==> src/rtl/ln_pkg.sv <==
`timescale 1ns / 1ps
// Layer normalisation: shared types and fixed constants.
// No dependencies; used by ln_ctrl, ln_datapath and layer_normalization.
package ln_pkg;

  localparam int ADDR_MAX_W = 6;   // element index field, enough for 64 elements
  localparam int ROOT_BITS  = 25;  // reciprocal root is below 2^25
  localparam int ROOT_BIT_W = 5;
  localparam int EPS_W      = 8;
  localparam int W_W        = 33;  // variance plus epsilon
  localparam int LIM_SHIFT  = 48;  // root limit is 2^48 / w
  localparam int RND_SHIFT  = 28;
  localparam int SAT_SHIFT  = 17;  // any |q| of 2^17 or more saturates
  localparam int Q_W        = 18;
  localparam int PADDR_W    = 3;
  localparam int PDATA_W    = 32;

  localparam logic [PADDR_W-1:0] REG_EPSILON_ADDR = 3'd0;
  localparam logic [EPS_W-1:0]   EPSILON_RESET    = 8'd1;

  typedef struct packed {
    logic signed [15:0] x_value;
    logic signed [15:0] scale_value;
    logic signed [15:0] shift_value;
  } in_item_t;

  typedef struct packed {
    logic signed [15:0] norm_value;
    logic               clipped;
    logic               last_flag;
  } out_item_t;

  typedef struct packed {
    logic                  load;
    logic                  rd_en;
    logic                  rd_last;
    logic                  out_pass;
    logic [ADDR_MAX_W-1:0] addr;
    logic                  var_load;
    logic                  var_step;
    logic                  var_phase;
    logic                  div_load;
    logic                  div_step;
    logic                  root_init;
    logic                  root_step;
    logic [ROOT_BIT_W-1:0] root_bit;
    logic                  clear;
  } cmd_t;

  typedef struct packed {
    logic pipe_idle;
  } status_t;

endpackage

==> src/rtl/ln_ctrl.sv <==
`timescale 1ns / 1ps
// Layer normalisation sequencer: load, deviation, divide, root and output passes.
// Depends on ln_pkg.
module ln_ctrl #(
  parameter int VECTOR_LENGTH = 64
) (
  input  logic            clk,
  input  logic            rst,
  input  logic            start,
  input  ln_pkg::status_t status,
  output logic            busy,
  output ln_pkg::cmd_t    cmd
);

  localparam int LOGN      = $clog2(VECTOR_LENGTH);
  localparam int MAG_W     = 16 + LOGN;
  localparam int ACC_W     = 2 * MAG_W + LOGN;
  localparam int NDIG      = (ACC_W + 7) / 8;
  localparam int VAR_STEPS = 2 * NDIG;
  localparam int DIV_W     = ln_pkg::LIM_SHIFT + 1;
  localparam int MAX_A     = (DIV_W > VECTOR_LENGTH) ? DIV_W : VECTOR_LENGTH;
  localparam int MAX_B     = (MAX_A > VAR_STEPS) ? MAX_A : VAR_STEPS;
  localparam int MAX_C     = (MAX_B > ln_pkg::ROOT_BITS) ? MAX_B : ln_pkg::ROOT_BITS;
  localparam int CNT_W     = $clog2(MAX_C);

  localparam logic [CNT_W-1:0] LAST_ELEM = CNT_W'(VECTOR_LENGTH - 1);
  localparam logic [CNT_W-1:0] LAST_VAR  = CNT_W'(VAR_STEPS - 1);
  localparam logic [CNT_W-1:0] LAST_DIV  = CNT_W'(DIV_W - 1);
  localparam logic [CNT_W-1:0] LAST_ROOT = CNT_W'(ln_pkg::ROOT_BITS - 1);

  typedef enum logic [3:0] {
    S_LOAD, S_DEV, S_DEV_WAIT, S_VAR_LOAD, S_VAR_RUN, S_LIM_LOAD, S_LIM_RUN,
    S_ROOT_INIT, S_ROOT_RUN, S_OUT, S_OUT_WAIT
  } state_t;

  state_t           state;
  logic [CNT_W-1:0] cnt;

  always_comb begin
    cmd      = '0;
    cmd.addr = ln_pkg::ADDR_MAX_W'(cnt);
    case (state)
      S_LOAD:      cmd.load = start;
      S_DEV: begin
        cmd.rd_en   = 1'b1;
        cmd.rd_last = (cnt == LAST_ELEM);
      end
      S_VAR_LOAD:  cmd.var_load = 1'b1;
      S_VAR_RUN: begin
        cmd.var_step  = 1'b1;
        cmd.var_phase = cnt[0];
      end
      S_LIM_LOAD:  cmd.div_load = 1'b1;
      S_LIM_RUN:   cmd.div_step = 1'b1;
      S_ROOT_INIT: cmd.root_init = 1'b1;
      S_ROOT_RUN: begin
        cmd.root_step = 1'b1;
        cmd.root_bit  = ln_pkg::ROOT_BIT_W'(LAST_ROOT - cnt);
      end
      S_OUT: begin
        cmd.rd_en    = 1'b1;
        cmd.out_pass = 1'b1;
        cmd.rd_last  = (cnt == LAST_ELEM);
      end
      S_OUT_WAIT:  cmd.clear = status.pipe_idle;
      default:     cmd = '0;
    endcase
  end

  assign busy = (state != S_LOAD);

  always_ff @(posedge clk) begin
    if (rst) begin
      state <= S_LOAD;
      cnt   <= '0;
    end else begin
      case (state)
        S_LOAD: begin
          if (start) begin
            if (cnt == LAST_ELEM) begin
              cnt   <= '0;
              state <= S_DEV;
            end else begin
              cnt <= cnt + 1'b1;
            end
          end
        end
        S_DEV: begin
          if (cnt == LAST_ELEM) begin
            cnt   <= '0;
            state <= S_DEV_WAIT;
          end else begin
            cnt <= cnt + 1'b1;
          end
        end
        S_DEV_WAIT: if (status.pipe_idle) state <= S_VAR_LOAD;
        S_VAR_LOAD: state <= S_VAR_RUN;
        S_VAR_RUN: begin
          if (cnt == LAST_VAR) begin
            cnt   <= '0;
            state <= S_LIM_LOAD;
          end else begin
            cnt <= cnt + 1'b1;
          end
        end
        S_LIM_LOAD: state <= S_LIM_RUN;
        S_LIM_RUN: begin
          if (cnt == LAST_DIV) begin
            cnt   <= '0;
            state <= S_ROOT_INIT;
          end else begin
            cnt <= cnt + 1'b1;
          end
        end
        S_ROOT_INIT: state <= S_ROOT_RUN;
        S_ROOT_RUN: begin
          if (cnt == LAST_ROOT) begin
            cnt   <= '0;
            state <= S_OUT;
          end else begin
            cnt <= cnt + 1'b1;
          end
        end
        S_OUT: begin
          if (cnt == LAST_ELEM) begin
            cnt   <= '0;
            state <= S_OUT_WAIT;
          end else begin
            cnt <= cnt + 1'b1;
          end
        end
        S_OUT_WAIT: if (status.pipe_idle) state <= S_LOAD;
        default: begin
          state <= S_LOAD;
          cnt   <= '0;
        end
      endcase
    end
  end

`ifndef SYNTHESIS
  a_div_after_drain: assert property (@(posedge clk) disable iff (rst)
    cmd.var_load |-> status.pipe_idle)
    else $error("variance divide loaded while element pipe still active");

  a_clear_to_load: assert property (@(posedge clk) disable iff (rst)
    cmd.clear |=> (state == S_LOAD) && (cnt == '0))
    else $error("vector end did not return to load with zero count");

  a_no_overlap: assert property (@(posedge clk) disable iff (rst)
    !(cmd.div_step && cmd.rd_en) && !(cmd.root_step && cmd.load))
    else $error("passes overlap");

  a_dev_end: assert property (@(posedge clk) disable iff (rst)
    (state == S_DEV && cmd.rd_last) |=> (state == S_DEV_WAIT))
    else $error("deviation pass did not end after last element");
`endif

endmodule

==> config.mk <==
export PLATFORM = sky130hd
export DESIGN_NAME = ln_ctrl
export DESIGN_NICKNAME = d
export VERILOG_FILES = /design/src/rtl/ln_pkg.sv /design/src/rtl/ln_ctrl.sv
export SDC_FILE = /design/constraint.sdc
export NUM_CORES = 1
export LEC_CHECK = 0
export BUFFER_PORTS_ARGS = -buffer_cell sky130_fd_sc_hd__buf_2
export CORE_ASPECT_RATIO = 0.75
export CORE_UTILIZATION = 45
export DETAILED_ROUTE_END_ITERATION = 8
export MAX_ROUTING_LAYER = met4
export PLACE_DENSITY = 0.74
export SLEW_MARGIN = 20
export SYNTH_ARGS = -nofsm -noshare
export SYNTH_HDL_FRONTEND = slang
export SYNTH_SLANG_ARGS = --single-unit
==> constraint.sdc <==
create_clock -name clk -period 1.75 [get_ports clk]
set_input_delay 0.0875 -clock clk [delete_from_list [all_inputs] [get_ports clk]]
set_output_delay 0.0875 -clock clk [all_outputs]
set_load 0.005 [all_outputs]
==> flow_summary.json <==
{
  "hold_buffers": 0,
  "synth_seq_area_share": 0.217,
  "synth.area.top_cells": "dfxtp_1 22%, and2_1 6.1%, nand3_1 5.4%",
  "layout.cells.non_filler": 182,
  "fmax_ghz": 0.588,
  "p_leak_nw": 0.503,
  "netlist_area_sq_um": 923,
  "clk_pin_slew_ns": 0.07,
  "synth_commonest_cells": "13 x nand2_1, 13 x nor2_1, 10 x dfxtp_1, 10 x nand3_1, 9 x and2_1",
  "holdWs_ns": 0.125,
  "ys.flop_type": "dfxtp_1",
  "crit_type": "reg -> reg",
  "coreArea_sq_um": 1820,
  "p_comb_frac": 0.165,
  "switching_share": 0.270,
  "cts_setup_buffers": 0,
  "critPathCaptureType": "flop",
  "crit_chain": "inv_2, ha_4, nand2b_4, o311ai_4, nand4_4, or3_1, a21oi_1",
  "yosysTopAreaCellShare": 0.217,
  "cp_data_arrival_time_ns": 1.90,
  "cap_violations": 0,
  "yosys_register_bits": 10,
  "critPathRequiredTime_ns": 1.95,
  "grt_start_max_net_pins": 12,
  "worst_pin_slew_ns": 0.408,
  "synth-edff-count": 0,
  "netlist_instances": 126,
  "finalHoldViolCount": 0,
  "viasPerCell": 5.88,
  "port_buffers": 27,
  "grt_overflow": 0,
  "path_delay_family": "simple AND/OR/NAND/NOR gates",
  "cts.sinks": 10,
  "diodes": 0,
  "worstHoldPathCells": 2,
  "grtUsageTotal": 0.284,
  "grt_pass1_vias": 866,
  "drt-total-wl_mm": 2.74,
  "min_to": "cnt[1]",
  "switching_power_mw": 0.129,
  "critPathBufInv": 1,
  "status": "complete, no violations",
  "async_flop_share": 0,
  "die_y_um": 41.2,
  "wl_per_cell_um": 15.1,
  "layout-drive-gt1-share": 0.425,
  "drc_errors": 0,
  "clock_path_buffers": 2,
  "drt_iter0_markers": 45,
  "min-delay-start": "rst",
  "root_buffer": "clkbuf_4",
  "max_stage_delay_ns": 0.38,
  "post-route-util": 0.656,
  "syn_to_final_growth_pct": 29.4,
  "yosysWarnings": 0,
  "setup_violations": 0,
  "met2_usage": 0.448,
  "pwr-share-clk": 0.332,
  "crit_fanout": 7,
  "start_util": 0.507,
  "drt_first_pass_iters": 4,
  "power_frac_seq": 0.503,
  "fill_cells": 165,
  "synth.avg_cell_area_sq_um": 7.33,
  "nets": 169,
  "irDropWorstVdd_uv": 404,
  "cp_slowest_cell": "or3_1",
  "die_area_sq_um": 2240,
  "antenna_found_initial": 0,
  "grt_use_met3": 0.0704,
  "cts_made_buffers": 3,
  "ant_nets": 0,
  "holdCritPathClass": "in -> reg",
  "startpoint_type": "flop",
  "rr_worst_depth": 7,
  "dp.cells": 179,
  "syn_nets": 133,
  "cts_htree_levels": 1,
  "met1_usage": 0.355,
  "skew_ns": 0.0123,
  "ioPinCount": 28,
  "yosysTopAreaCell": "dfxtp_1",
  "relSlewSlack": 0.728,
  "yosysUniqueCellTypes": 41,
  "grt_pass1_wl_mm": 4.11,
  "grt_busiest_layer": "met2",
  "fp-row-count": 13,
  "p_int_mw": 0.347,
  "finalMaxSlewViolations": 0,
  "finalCriticalPeriod_ns": 1.70,
  "post-dp-hpwl_mm": 1.97,
  "dr_total_vias": 1071,
  "worst_slack_ns": 0.0492,
  "finalWeightedCongestion": 0.851,
  "post-place-ws_ns": -0.0339,
  "die_w_um": 54.3,
  "p_per_area_nw_per_um2": 398,
  "regToRegSetupSlack_ns": 0.05,
  "r2r-end": "state[0]",
  "worstSkewPairLatency_ns": 0.27,
  "cts_tree": "built",
  "rr_startpoint": "cnt[0]",
  "fin_crit_sh": 0.972
}
-- metrics by stage --
step | setup TNS, ns | cell area (sq um) | power (mW)
finish | 0 | 1190 | 0.476
global route | -0.00191 | 1190 | 0.499
floorplan | 0 | 926 | 0.292
CTS | 0 | 1160 | 0.475
global placement | 0 | 1130 | 0.312
detailed placement | -0.0339 | 1130 | 0.315
-- timing repair --
action,in CTS,in global routing
pin swaps,0,4
resized for setup,3,14
endpoints found under the setup margin,4,15
-- cell usage in the layout (no fill, tap or decap), types with 2 or more instances in the layout --
cell type	instances
clkbuf_4	3
nand2b_1	2
dfxtp_1	2
buf_4	12
nor3_1	6
xnor2_1	3
nand2_1	13
buf_2	27
inv_2	5
a21oi_1	7
a31oi_1	4
dfxtp_2	6
dfxtp_4	2
and2_1	9
nand3_1	10
nor2b_1	2
o21ai_0	3
nor2_1	13
nand4b_1	2
a21oi_2	2
or3_1	2
nor4_1	2
-- logic make-up (layout without fill, tap and decap cells) --
group	after synthesis	count (layout)	share of synthesized area
AOI/OAI and AO/OA	27	27	0.220
adders and majority gates	3	3	0.0407
buffers and inverters	14	48	0.0759
DFF	10	10	0.217
and+or+nand+nor	68	68	0.409
xor gates and xnor gates	4	4	0.0379
-- area by class of cell --
cell class                 count  area [sq um]  share of cell area
sequential                    10           215               0.180
inverter                       6          22.5              0.0188
multi-input combinational    102           682               0.571
tap                           22          27.5              0.0230
timing repair buffer          39           225               0.188
clock buffer                   3          22.5              0.0188
-- state kept, by name, indices dropped and copies added, names as in the netlist --
register and count:
cnt 6, state 4
-- power groups by stage --
| stage | Sequential (mW) | Combinational, mW | Clock (mW) |
|---|---|---|---|
| after CTS | 0.240 | 0.0715 | 0.163 |
| after floorplan | 0.241 | 0.0505 | 0 |
| final | 0.240 | 0.0784 | 0.158 |
| after global routing | 0.240 | 0.0853 | 0.174 |
| after detailed placement | 0.245 | 0.0708 | 0 |
| after global placement | 0.243 | 0.0688 | 0 |
-- how the worst max path moves through the flow --
stage,to,startpoint,cells past startpoint
floorplan,state[0],cnt[0],7
global placement,state[0],cnt[0],6
detailed placement,state[0],cnt[0],6
CTS,state[0],cnt[0],7
global route,state[0],cnt[0],6
finish,state[0],cnt[0],7
-- layer usage --
metal  part of all wire  vias to the layer above
met3              0.081                        8
li1                   -                      511
met5                  0                        -
met2               0.45                       55
met4              0.017                        0
met1               0.45                      497
(Power assumes the default switching activity.)
